[src/rtl/core/adrd_pkg.sv]
package adrd_pkg;

   // Largest frame the position counter covers
   localparam logic [20:0] MAX_PIXELS = 21'h100000;

   // Header mark byte ('B')
   localparam logic [7:0] RECORD_MARK = 8'h42;

   // Register reset values
   localparam logic [20:0] FRAME_PIXELS_RESET = 21'd64000;
   localparam logic [15:0] FRAME_COUNT_RESET  = 16'd1;

   // Configuration register indexes
   typedef enum logic [0:0] {
      CSR_FRAME_PIXELS = 1'b0,
      CSR_FRAME_COUNT  = 1'b1
   } csr_index_type;

   // Result status codes
   typedef enum logic [1:0] {
      ST_OK       = 2'd0,
      ST_BAD_MARK = 2'd1,
      ST_BAD_ZERO = 2'd2,
      ST_CLIPPED  = 2'd3
   } status_type;

   // Record parser phases
   typedef enum logic [3:0] {
      PH_MARK   = 4'd0,
      PH_ZERO   = 4'd1,
      PH_TYPE   = 4'd2,
      PH_PAD    = 4'd3,
      PH_RAW    = 4'd4,
      PH_KEY    = 4'd5,
      PH_RUNCNT = 4'd6,
      PH_RUNVAL = 4'd7,
      PH_DUMP   = 4'd8,
      PH_LONGLO = 4'd9,
      PH_LONGHI = 4'd10,
      PH_TAIL   = 4'd11
   } phase_type;

endpackage

[src/rtl/core/anim_delta_record_decoder_top.sv]
// A result is registered and shows on rsp_* in the cycle after its item is accepted.
// Throughput: one item per cycle; req_ready drops only while a result
// waits in the output register and rsp_ready is low.
// Reset (synchronous, active high): parser back to the first header byte,
// position and frame index zero, registers to 64000 pixels and 1 frame.
module anim_delta_record_decoder_top (
   input  logic        clock,
   input  logic        reset,
   // input channel
   input  logic        req_valid,
   output logic        req_ready,
   input  logic        req_cmd,
   input  logic [7:0]  req_data_byte,
   input  logic        req_record_last,
   // result channel
   output logic        rsp_valid,
   input  logic        rsp_ready,
   output logic        rsp_has_write,
   output logic [19:0] rsp_pixel_index,
   output logic [13:0] rsp_span_length,
   output logic [7:0]  rsp_pixel_value,
   output logic        rsp_frame_done,
   output logic [15:0] rsp_frame_number,
   output logic        rsp_all_done,
   output logic [1:0]  rsp_status,
   // configuration port
   input  logic        csr_valid,
   output logic        csr_ready,
   input  logic [0:0]  csr_index,
   input  logic [20:0] csr_wdata
);

   // configuration
   logic [20:0] frame_pixels_ff;
   logic [15:0] frame_count_ff;

   // parser state
   adrd_pkg::phase_type phase_ff, phase_in;
   logic        raw_ff, raw_in;
   logic [14:0] pend_ff, pend_in;
   logic [7:0]  low_ff, low_in;
   logic [20:0] pos_ff, pos_in;
   logic [15:0] fidx_ff, fidx_in;
   logic        halted_ff, halted_in;
   logic        finished_ff, finished_in;

   // output register
   logic        rsp_valid_ff, rsp_valid_in;
   logic        write_ff, write_in;
   logic [19:0] index_ff, index_in;
   logic [13:0] len_ff, len_in;
   logic [7:0]  value_ff, value_in;
   logic        done_ff, done_in;
   logic [15:0] fnum_ff;
   logic        all_ff, all_in;
   adrd_pkg::status_type status_ff, status_in;

   // step scratch
   logic        accept;
   logic        take;
   logic        res_any;
   logic        adv;
   logic [20:0] fp;
   logic [20:0] avail;
   logic        skip_en;
   logic [14:0] skip_n;
   logic        span_en;
   logic [14:0] span_len;
   logic [7:0]  span_val;
   logic [14:0] cut;
   logic [15:0] key_word;

   assign req_ready = !rsp_valid_ff || rsp_ready;
   assign accept    = req_valid && req_ready;
   assign take      = accept && !halted_ff && !finished_ff;
   assign csr_ready = 1'b1;

   // effective frame size, clamped to 1..MAX_PIXELS
   always_comb begin
      if (frame_pixels_ff == 21'd0) begin
         fp = 21'd1;
      end else if (frame_pixels_ff > adrd_pkg::MAX_PIXELS) begin
         fp = adrd_pkg::MAX_PIXELS;
      end else begin
         fp = frame_pixels_ff;
      end
      avail = (pos_ff >= fp) ? 21'd0 : fp - pos_ff;
   end

   // one parse step per accepted item while not halted or finished
   always_comb begin
      phase_in    = phase_ff;
      raw_in      = raw_ff;
      pend_in     = pend_ff;
      low_in      = low_ff;
      pos_in      = pos_ff;
      fidx_in     = fidx_ff;
      halted_in   = halted_ff;
      finished_in = finished_ff;
      res_any     = 1'b0;
      adv         = 1'b0;
      write_in    = 1'b0;
      index_in    = 20'd0;
      len_in      = 14'd0;
      value_in    = 8'd0;
      done_in     = 1'b0;
      all_in      = 1'b0;
      status_in   = adrd_pkg::ST_OK;
      skip_en     = 1'b0;
      skip_n      = 15'd0;
      span_en     = 1'b0;
      span_len    = 15'd0;
      span_val    = req_data_byte;
      cut         = 15'd0;
      key_word    = {req_data_byte, low_ff};

      if (take) begin
         if (req_cmd) begin
            adv = 1'b1;
         end else begin
            unique case (phase_ff)
               adrd_pkg::PH_MARK: begin
                  if (req_data_byte != adrd_pkg::RECORD_MARK) begin
                     halted_in = 1'b1;
                     res_any   = 1'b1;
                     status_in = adrd_pkg::ST_BAD_MARK;
                  end else begin
                     raw_in   = 1'b0;
                     phase_in = adrd_pkg::PH_ZERO;
                  end
               end
               adrd_pkg::PH_ZERO: begin
                  if (req_data_byte != 8'd0) begin
                     halted_in = 1'b1;
                     res_any   = 1'b1;
                     status_in = adrd_pkg::ST_BAD_ZERO;
                  end else begin
                     phase_in = adrd_pkg::PH_TYPE;
                  end
               end
               adrd_pkg::PH_TYPE: begin
                  raw_in   = (req_data_byte == 8'd0);
                  phase_in = adrd_pkg::PH_PAD;
               end
               adrd_pkg::PH_PAD: begin
                  phase_in = raw_ff ? adrd_pkg::PH_RAW : adrd_pkg::PH_KEY;
               end
               adrd_pkg::PH_RAW: begin
                  span_en  = 1'b1;
                  span_len = 15'd1;
               end
               adrd_pkg::PH_KEY: begin
                  if (req_data_byte == 8'd0) begin
                     phase_in = adrd_pkg::PH_RUNCNT;
                  end else if (!req_data_byte[7]) begin
                     pend_in  = {8'd0, req_data_byte[6:0]};
                     phase_in = adrd_pkg::PH_DUMP;
                  end else if (req_data_byte[6:0] == 7'd0) begin
                     phase_in = adrd_pkg::PH_LONGLO;
                  end else begin
                     skip_en = 1'b1;
                     skip_n  = {8'd0, req_data_byte[6:0]};
                  end
               end
               adrd_pkg::PH_RUNCNT: begin
                  pend_in  = {7'd0, req_data_byte};
                  phase_in = adrd_pkg::PH_RUNVAL;
               end
               adrd_pkg::PH_RUNVAL: begin
                  span_en  = 1'b1;
                  span_len = pend_ff;
                  pend_in  = 15'd0;
                  phase_in = adrd_pkg::PH_KEY;
               end
               adrd_pkg::PH_DUMP: begin
                  span_en  = 1'b1;
                  span_len = 15'd1;
                  pend_in  = pend_ff - 15'd1;
                  if (pend_in == 15'd0) begin
                     phase_in = adrd_pkg::PH_KEY;
                  end
               end
               adrd_pkg::PH_LONGLO: begin
                  low_in   = req_data_byte;
                  phase_in = adrd_pkg::PH_LONGHI;
               end
               adrd_pkg::PH_LONGHI: begin
                  phase_in = adrd_pkg::PH_KEY;
                  if (key_word == 16'd0) begin
                     phase_in = adrd_pkg::PH_TAIL;
                  end else if (!key_word[15]) begin
                     skip_en = 1'b1;
                     skip_n  = key_word[14:0];
                  end else begin
                     pend_in = {1'b0, key_word[13:0]};
                     if (key_word[14]) begin
                        phase_in = adrd_pkg::PH_RUNVAL;
                     end else if (key_word[13:0] != 14'd0) begin
                        phase_in = adrd_pkg::PH_DUMP;
                     end
                  end
               end
               default: begin
                  // end key seen: bytes up to record end are dropped
               end
            endcase

            // skip, stopping at the frame end
            if (skip_en) begin
               pos_in = ({6'd0, skip_n} > avail) ? fp : pos_ff + {6'd0, skip_n};
            end

            // span, clipped to what is left of the frame
            if (span_en && span_len != 15'd0) begin
               res_any = 1'b1;
               cut = ({6'd0, span_len} > avail) ? avail[14:0] : span_len;
               if (cut != span_len) begin
                  status_in = adrd_pkg::ST_CLIPPED;
               end
               if (cut != 15'd0) begin
                  write_in = 1'b1;
                  index_in = pos_ff[19:0];
                  len_in   = cut[13:0];
                  value_in = span_val;
               end
               pos_in = pos_ff + {6'd0, cut};
            end

            // record end: raw records advance only on a full frame
            if (!halted_in && req_record_last) begin
               if (raw_in && (phase_in == adrd_pkg::PH_RAW || phase_in == adrd_pkg::PH_PAD)
                   && pos_in < fp) begin
                  phase_in = adrd_pkg::PH_MARK;
               end else begin
                  adv = 1'b1;
               end
            end
         end

         // frame advance
         if (adv) begin
            res_any  = 1'b1;
            done_in  = 1'b1;
            fidx_in  = fidx_ff + 16'd1;
            pos_in   = 21'd0;
            phase_in = adrd_pkg::PH_MARK;
            raw_in   = 1'b0;
            pend_in  = 15'd0;
            low_in   = 8'd0;
            if (fidx_in >= frame_count_ff) begin
               finished_in = 1'b1;
               all_in      = 1'b1;
            end
         end
      end

      // output register valid
      if (accept) begin
         rsp_valid_in = res_any;
      end else begin
         rsp_valid_in = rsp_valid_ff && !rsp_ready;
      end
   end

   // control state
   always_ff @(posedge clock) begin
      if (reset) begin
         frame_pixels_ff <= adrd_pkg::FRAME_PIXELS_RESET;
         frame_count_ff  <= adrd_pkg::FRAME_COUNT_RESET;
         phase_ff        <= adrd_pkg::PH_MARK;
         raw_ff          <= 1'b0;
         pend_ff         <= 15'd0;
         low_ff          <= 8'd0;
         pos_ff          <= 21'd0;
         fidx_ff         <= 16'd0;
         halted_ff       <= 1'b0;
         finished_ff     <= 1'b0;
         rsp_valid_ff    <= 1'b0;
      end else begin
         if (csr_valid && csr_ready) begin
            case (csr_index)
               adrd_pkg::CSR_FRAME_PIXELS: frame_pixels_ff <= csr_wdata;
               adrd_pkg::CSR_FRAME_COUNT:  frame_count_ff  <= csr_wdata[15:0];
               default: begin
               end
            endcase
         end
         phase_ff     <= phase_in;
         raw_ff       <= raw_in;
         pend_ff      <= pend_in;
         low_ff       <= low_in;
         pos_ff       <= pos_in;
         fidx_ff      <= fidx_in;
         halted_ff    <= halted_in;
         finished_ff  <= finished_in;
         rsp_valid_ff <= rsp_valid_in;
      end
   end

   // result payload
   always_ff @(posedge clock) begin
      if (take && res_any) begin
         write_ff  <= write_in;
         index_ff  <= index_in;
         len_ff    <= len_in;
         value_ff  <= value_in;
         done_ff   <= done_in;
         fnum_ff   <= fidx_ff;
         all_ff    <= all_in;
         status_ff <= status_in;
      end
   end

   assign rsp_valid        = rsp_valid_ff;
   assign rsp_has_write    = write_ff;
   assign rsp_pixel_index  = index_ff;
   assign rsp_span_length  = len_ff;
   assign rsp_pixel_value  = value_ff;
   assign rsp_frame_done   = done_ff;
   assign rsp_frame_number = fnum_ff;
   assign rsp_all_done     = all_ff;
   assign rsp_status       = status_ff;

`ifndef ASSERT_OFF
   // a write always carries at least one pixel
   a_write_len: assert property (@(posedge clock) disable iff (reset)
      rsp_valid_ff && write_ff |-> len_ff != 14'd0)
      else $error("write item with zero span length");

   // header errors carry no write and no frame end
   a_err_alone: assert property (@(posedge clock) disable iff (reset)
      rsp_valid_ff && (status_ff == adrd_pkg::ST_BAD_MARK ||
                       status_ff == adrd_pkg::ST_BAD_ZERO)
      |-> !write_ff && !done_ff)
      else $error("header error item carries other results");

   // halt holds until reset
   a_halt_sticky: assert property (@(posedge clock) disable iff (reset)
      halted_ff |=> halted_ff)
      else $error("halt cleared without reset");

   // last frame end is also a frame end
   a_all_done: assert property (@(posedge clock) disable iff (reset)
      rsp_valid_ff && all_ff |-> done_ff)
      else $error("all_done without frame_done");

   // position never passes the frame
   a_pos_range: assert property (@(posedge clock) disable iff (reset)
      pos_ff <= adrd_pkg::MAX_PIXELS)
      else $error("position beyond largest frame");
`endif

endmodule
[config.mk]
export PLATFORM = sky130hd
export DESIGN_NAME = anim_delta_record_decoder_top
export DESIGN_NICKNAME = d
export VERILOG_FILES = /design/src/rtl/core/adrd_pkg.sv /design/src/rtl/core/anim_delta_record_decoder_top.sv
export SDC_FILE = /design/constraint.sdc
export NUM_CORES = 1
export LEC_CHECK = 0
export BUFFER_PORTS_ARGS = -buffer_cell sky130_fd_sc_hd__buf_2
export CAP_MARGIN = 0
export CORE_MARGIN = 10
export CORE_UTILIZATION = 67
export DETAILED_ROUTE_END_ITERATION = 16
export HOLD_SLACK_MARGIN = 0.12
export PLACE_DENSITY = 0.88
export SLEW_MARGIN = 10
export SYNTH_ARGS = -nofsm -noshare
export SYNTH_HDL_FRONTEND = slang
export SYNTH_SLANG_ARGS = --single-unit
export TNS_END_PERCENT = 50
[constraint.sdc]
create_clock -name clock -period 21.4 [get_ports clock]
set_clock_uncertainty 0.15 [all_clocks]
set_input_delay 4.28 -clock clock [delete_from_list [all_inputs] [get_ports clock]]
set_output_delay 4.28 -clock clock [all_outputs]
set_load 0.03 [all_outputs]
Yosys cells after proc, flatten, opt, wreduce, memory -nomap -nowiden
Cells that the tools add are included.
{ "classes": {"add_sub_neg": 5, "n_mux": 92, "n_reduce_logical": 41, "n_lt_le_gt_ge": 6, "bitwise_logic": 5, "n_eq_ne": 19} }
{ "op_table": {"columns": ["cell", "count"], "rows": [
  ["21-bit two-way mux", 10],
  ["15-bit two-way mux", 13],
  ["15-bit case mux with 5 select lines", 1],
  ["4-bit two-way mux", 16],
  ["15-bit case mux with 2 select lines", 2],
  ["21-bit by 15-bit adder with 21-bit output", 2],
  ["15-bit by 21-bit > comparator with 1-bit output", 2],
  ["4-bit case mux with 10 select lines", 1],
  ["1-bit two-way mux", 35],
  ["15-bit nonzero test", 2],
  ["8-bit two-way mux", 3],
  ["21-bit >= comparator", 1],
  ["21-bit > comparator, second input constant", 1],
  ["21-bit zero test", 1],
  ["21-bit less-than comparator", 1],
  ["7-bit two-way mux", 3],
  ["21-bit subtractor", 1],
  ["4-bit by 3-bit == test with 1-bit output, second input constant", 5],
  ["16-bit by 1-bit adder with 16-bit output, second input constant", 1],
  ["16-bit >= comparator", 1],
  ["16-bit zero test", 1],
  ["15-bit zero test", 1],
  ["15-bit inequality test", 1],
  ["15-bit by 1-bit subtractor with 15-bit output, second input constant", 1],
  ["other kinds (26)", 62]
]} }
{ "word_totals": {"elab_cells": 187, "reg_bits": 168} }

Longest topological paths before layout
{ "depth": {"depth_word": 22, "mapped_depth": 52} }

Worst setup path before layout
No wires, ideal clock.
{ "synth_timing": {"path_kind": "input port to flip-flop", "from": "input port req_data_byte[0]", "to": "register all_ff (netlist: rsp_all_done), enable pin", "n_path_buf": 1, "arrival_ns": 11.265, "setup_ns": 0.538, "cell_stages": 30, "setup_slack_ns": 9.447, "cell_sequence": "or4_4 > or4_1 > nor2_1 > nor2_1 > a22oi_1 > inv_1 > ha_1 > fa_1 > a21oi_1 > o21bai_1 > a21o_1 > a2111oi_0 > nor3_1 > o31ai_1 > nor2_1 > o21a_1 > o221a_2 > o32ai_1 > ha_1 > nand4_1 > nor2_1 > and4_1 > a221oi_1 > o211ai_1 > o31a_1 > nor3_4 > and2_1 > buf_6 > a21o_1 > inv_1"} }
{ "synth_via": {"elab_chain_cells": 22, "word_cells_on_any_way": 69, "cone_classes": "add/sub: 1; order compare: 2; eq/ne: 3; mux: 52; reduce/logical: 11"} }
{ "synth_rtl": {"columns": ["element", "line", "text"], "rows": [
  ["start, declared", "anim_delta_record_decoder_top.sv:13", "input logic [7:0] req_data_byte,"],
  ["7-bit zero test", "anim_delta_record_decoder_top.sv:158", "end else if (req_data_byte[6:0] == 7'd0) begin"],
  ["7-bit two-way mux", "anim_delta_record_decoder_top.sv:158", null],
  ["7-bit two-way mux", "anim_delta_record_decoder_top.sv:155", "end else if (!req_data_byte[7]) begin"],
  ["7-bit two-way mux", "anim_delta_record_decoder_top.sv:153", "if (req_data_byte == 8'd0) begin"],
  ["15-bit case mux with 2 select lines", "anim_delta_record_decoder_top.sv:121", "unique case (phase_ff)"],
  ["15-bit two-way mux", "anim_delta_record_decoder_top.sv:118", "if (req_cmd) begin"],
  ["15-bit two-way mux", "anim_delta_record_decoder_top.sv:117", "if (take) begin"],
  ["21-bit by 15-bit adder with 21-bit output or 15-bit by 21-bit > comparator with 1-bit output (tied branches)", "anim_delta_record_decoder_top.sv:210", "pos_in = ({6'd0, skip_n} > avail) ? fp : pos_ff + {6'd0, skip_n};"],
  ["(+6 left out)", null, null],
  ["1-bit logical AND", "anim_delta_record_decoder_top.sv:232", "&& pos_in < fp) begin"],
  ["1-bit two-way mux", "anim_delta_record_decoder_top.sv:231", "if (raw_in && (phase_in == adrd_pkg::PH_RAW || phase_in == adrd_pkg::PH_PAD)"],
  ["1-bit two-way mux", "anim_delta_record_decoder_top.sv:230", "if (!halted_in && req_record_last) begin"],
  ["1-bit two-way mux", "anim_delta_record_decoder_top.sv:118", null],
  ["1-bit two-way mux", "anim_delta_record_decoder_top.sv:117", null],
  ["1-bit two-way mux *", "anim_delta_record_decoder_top.sv:241", "if (adv) begin"],
  ["1-bit two-way mux *", "anim_delta_record_decoder_top.sv:117", null],
  ["1-bit logical AND *", "anim_delta_record_decoder_top.sv:302", "if (take && res_any) begin"],
  ["end signal, assigned", "anim_delta_record_decoder_top.sv:309", "all_ff <= all_in;"],
  ["end, declared", "anim_delta_record_decoder_top.sv:55", "logic all_ff, all_in;"]
]} }
Every way passes the cells marked *; elsewhere a longest branch is shown, timed or not. The select of a mux whose other input is x is not followed.
A chain may end at the register's enable or synchronous reset.

Worst setup path in the final report
{ "layout_timing": {"from": "register frame_pixels_ff[16]", "to": "register index_ff[5] (netlist: rsp_pixel_index[5]), enable pin"} }
{ "layout_via": {"elab_chain_cells": 20, "word_cells_on_any_way": 25, "cone_classes": "add/sub: 2; order compare: 5; mux: 15; reduce/logical: 3"} }
{ "layout_rtl": {"columns": ["element", "line", "text"], "rows": [
  ["start, declared", "anim_delta_record_decoder_top.sv:34", "logic [20:0] frame_pixels_ff;"],
  ["start signal, assigned", "anim_delta_record_decoder_top.sv:268", "frame_pixels_ff <= adrd_pkg::FRAME_PIXELS_RESET;"],
  ["start signal, assigned", "anim_delta_record_decoder_top.sv:282", "adrd_pkg::CSR_FRAME_PIXELS: frame_pixels_ff <= csr_wdata;"],
  ["21-bit > comparator", "anim_delta_record_decoder_top.sv:82", "end else if (frame_pixels_ff > adrd_pkg::MAX_PIXELS) begin"],
  ["21-bit two-way mux", "anim_delta_record_decoder_top.sv:82", null],
  ["21-bit two-way mux *", "anim_delta_record_decoder_top.sv:80", "if (frame_pixels_ff == 21'd0) begin"],
  ["21-bit subtractor or 21-bit >= comparator (tied branches)", "anim_delta_record_decoder_top.sv:87", "avail = (pos_ff >= fp) ? 21'd0 : fp - pos_ff;"],
  ["21-bit two-way mux", "anim_delta_record_decoder_top.sv:87", null],
  ["15-bit by 21-bit > comparator with 1-bit output, on equally long branches", "anim_delta_record_decoder_top.sv:216, anim_delta_record_decoder_top.sv:210", null],
  ["15-bit two-way mux or 21-bit two-way mux (tied branches)", "anim_delta_record_decoder_top.sv:216, anim_delta_record_decoder_top.sv:210", null],
  ["21-bit by 15-bit adder with 21-bit output or 21-bit two-way mux (tied branches)", "anim_delta_record_decoder_top.sv:226, anim_delta_record_decoder_top.sv:209", null],
  ["(+4 left out)", null, null],
  ["1-bit logical AND *", "anim_delta_record_decoder_top.sv:232", null],
  ["1-bit two-way mux *", "anim_delta_record_decoder_top.sv:231", null],
  ["1-bit two-way mux *", "anim_delta_record_decoder_top.sv:230", null],
  ["1-bit two-way mux *", "anim_delta_record_decoder_top.sv:118", null],
  ["1-bit two-way mux *", "anim_delta_record_decoder_top.sv:117", null],
  ["1-bit two-way mux *", "anim_delta_record_decoder_top.sv:241", null],
  ["1-bit two-way mux *", "anim_delta_record_decoder_top.sv:117", null],
  ["1-bit logical AND *", "anim_delta_record_decoder_top.sv:302", null],
  ["end signal, assigned", "anim_delta_record_decoder_top.sv:304", "index_ff <= index_in;"],
  ["end, declared", "anim_delta_record_decoder_top.sv:50", "logic [19:0] index_ff, index_in;"]
]} }
Marked as above.

==> results.tsv <==
metric	value	unit
status	completed	
Max Fclk	0.0780	GHz
Critical Path RT	21330	ps
crit path launch	frame_pixels_ff[16]	
FF-to-FF Start	frame_pixels_ff[16]	
Worst Setup Start Kind	flop	
final setup vio count	0	
Diodes inserted	0	
Post-Syn Area	0.0135	mm²
WP data arrival	12740	ps
grt ovf	0	
MaxCap Viol Count	0	
met1 WL	17.8	mm
Initial Util	68.6	%
Tmin final	12820	ps
metal2 WL	19.1	mm
Detailed Place HPWL	33.5	mm
Longest Clk Path Bufs	2	
Pwr Density	57.3	mW/mm²
Clock Pin Slew Worst Setup and Hold Paths	80	ps
Slew Limit Fails	0	
Total Routing Usage GR	32.7	%
RSZ-0062 raised after global routing	false	
WL per Instance	22.1	µm
crit end category	flop	
core area	0.0197	mm²
top layer in use	met4	
met3 wire len	5.21	mm
Critical Path Max Stage Delay	770	ps
largest net degree at the start of global routing	64	
CTS tree	done	
Most used DFF post-synth	dfxtp_1	
1st-pass router iterations	7	
measured slew at the worst slew-check pin	1260	ps
number of global-route vias before repair	12700	
Cells after Synth	1679	
CP Max Fanout	63	
period utilization	59.9	%
final core occ	74.6	%
Yosys reg bits	168	
# IOs	103	
CP endpoint	rsp_pixel_index[5]	
Setup TNS	0	ps
Final Hold Viols	0	
share of cells above drive strength 1	11.1	%
GPL Wtd Cong	1.03	
CTS Buf Count	17	
R2R depth	44	
post-CTS setup buffers	0	
die area	0.0262	mm²
Resized Gates After CTS	0	
syn avg cell area	8.03	µm²
CP most frequent cell	o21ai_0	
first-pass GRT wire length	69.2	mm
syn_nets	1839	
worst-skew pair later-pin latency	440	ps
Worst VDD drop	0.0000654	V
slowest CP cell	o21ai_0	
htree depth	4	
# hold bufs at CTS	0	
DIE WIDTH	162	µm
proportion of synthesized chip area in sequential cells	29.6	%
Pleak	6.22	nW
initial antenna violation count	0	
critical path type	reg -> reg	
drt first-iter violations	1572	
Final #Nets	1878	
clk sinks	168	
Routed Antenna Nets	0	
total number of placement rows	51	
Port Buffers	101	
r2r endpoint	rsp_pixel_index[5]	
Die Y	162	µm
root buffer cell	clkbuf_16	
R2R Setup Slk	8580	ps
Synth cell types	89	
Hold Path Class	reg -> reg	
mean number of vias per cell	6.76	
final wirelength	44.1	mm
ys async rst share	0	%
via count	13500	
WHS Path Cells	2	
P&R area growth vs syn	8.74	%
Residual DRC	0	
Synth Warn #	0	
Slew HR	15.2	%
Post-synth EDFFs	63	
-- cell usage after synthesis (20+ instances only) --
master    number  area share [%]
nand2_1      222             6.2
a21oi_1      136             5.0
nor2_1       129             3.6
ha_1         120              11
dfxtp_1      105              16
inv_1         84             2.3
clkbuf_1      78             2.2
o21ai_0       75             2.8
edfxtp_1      63              14
xnor2_1       52             3.4
nand3_1       47             1.7
a22o_1        37             2.4
a21o_1        36             2.0
a211oi_1      34             1.9
nor3_1        34             1.3
and2_1        31             1.4
xor2_1        31             2.0
nand4_1       29             1.3
mux2i_1       20             1.5
nor4_1        20            0.93
-- state kept, by name, summed over array words and instances (netlist names), 2 cells and up --
name	cells
frame_pixels_ff	21
rsp_pixel_value	8
pos_ff	21
low_ff	8
frame_count_ff	16
rsp_span_length	14
phase_ff	4
rsp_status	2
fidx_ff	16
rsp_pixel_index	20
pend_ff	15
rsp_frame_number	16
-- where the power goes --
group          total (mW)  leakage (nW)  switching [mW]  internal (mW)
clock               0.318         0.294           0.158          0.160
combinational       0.171          4.44           0.120         0.0514
sequential          0.351          1.48         0.00555          0.345
-- cell families after synthesis --
group | after synthesis | share of synthesized area (%)
compound gates | 476 | 23.8
xor+xnor | 83 | 5.39
fa+ha+maj | 123 | 11.6
buf+inv | 183 | 5.35
flops | 168 | 29.6
mux | 26 | 2.10
other cells | 1 | 0.0278
simple gates | 619 | 22.2
-- routing by layer --
metal,track usage [%],vias to the layer above
met1,43.3,6217
met5,0,-
met4,14.3,0
li1,-,6223
met2,50.4,914
met3,6.90,148
-- worst min path at each step --
stage	slack, ps	startpoint	to
after global routing	330	frame_count_ff[9]	frame_count_ff[9]
after global placement	300	frame_count_ff[7]	frame_count_ff[7]
after CTS	310	frame_count_ff[4]	frame_count_ff[4]
after floorplan	290	frame_count_ff[10]	frame_count_ff[10]
after detailed placement	300	frame_count_ff[4]	frame_count_ff[4]
final	310	frame_count_ff[8]	frame_count_ff[8]
-- cell type report --
type	instances	area, µm²
Inverter	85	319
Fill cell	1556	4990
Clock buffer	18	439
Timing Repair Buffer	118	633
Clock inverter	14	153
Tap cell	265	332
Multi-Input combinational cell	1328	8800
Sequential cell	168	3990
-- critical path, delay by kind of cell, from the launching register on --
| family | cells | cell delay (ps) |
|---|---|---|
| xor+xnor | 1 | 540 |
| simple gates | 15 | 3000 |
| buf+inv | 3 | 430 |
| flops | 1 | 390 |
| fa+ha+maj | 5 | 1980 |
| compound gates | 20 | 5870 |
-- through the flow --
stage	total power [mW]	area [µm²]	hold WS [ps]	cells	setup WS, ps
finish	0.840	14700	311	1996	8580
CTS	0.836	14700	314	1996	8790
global route	0.870	14700	333	1996	8060
floorplan	0.474	13500	286	1679	9450
detailed placement	0.524	14100	304	1964	8400
global placement	0.521	14100	296	1964	8740
-- layout by cell type (no fill, tap or decap), types with 52 or more instances in the layout --
cell,Yosys,layout
dfxtp_1,105,105
nor2_1,129,129
inv_1,84,83
edfxtp_1,63,63
nand2_1,222,221
xnor2_1,52,52
o21ai_0,75,75
a21oi_1,136,135
buf_2,12,101
ha_1,120,120
Note: power is estimated with default switching activity, not from simulation.
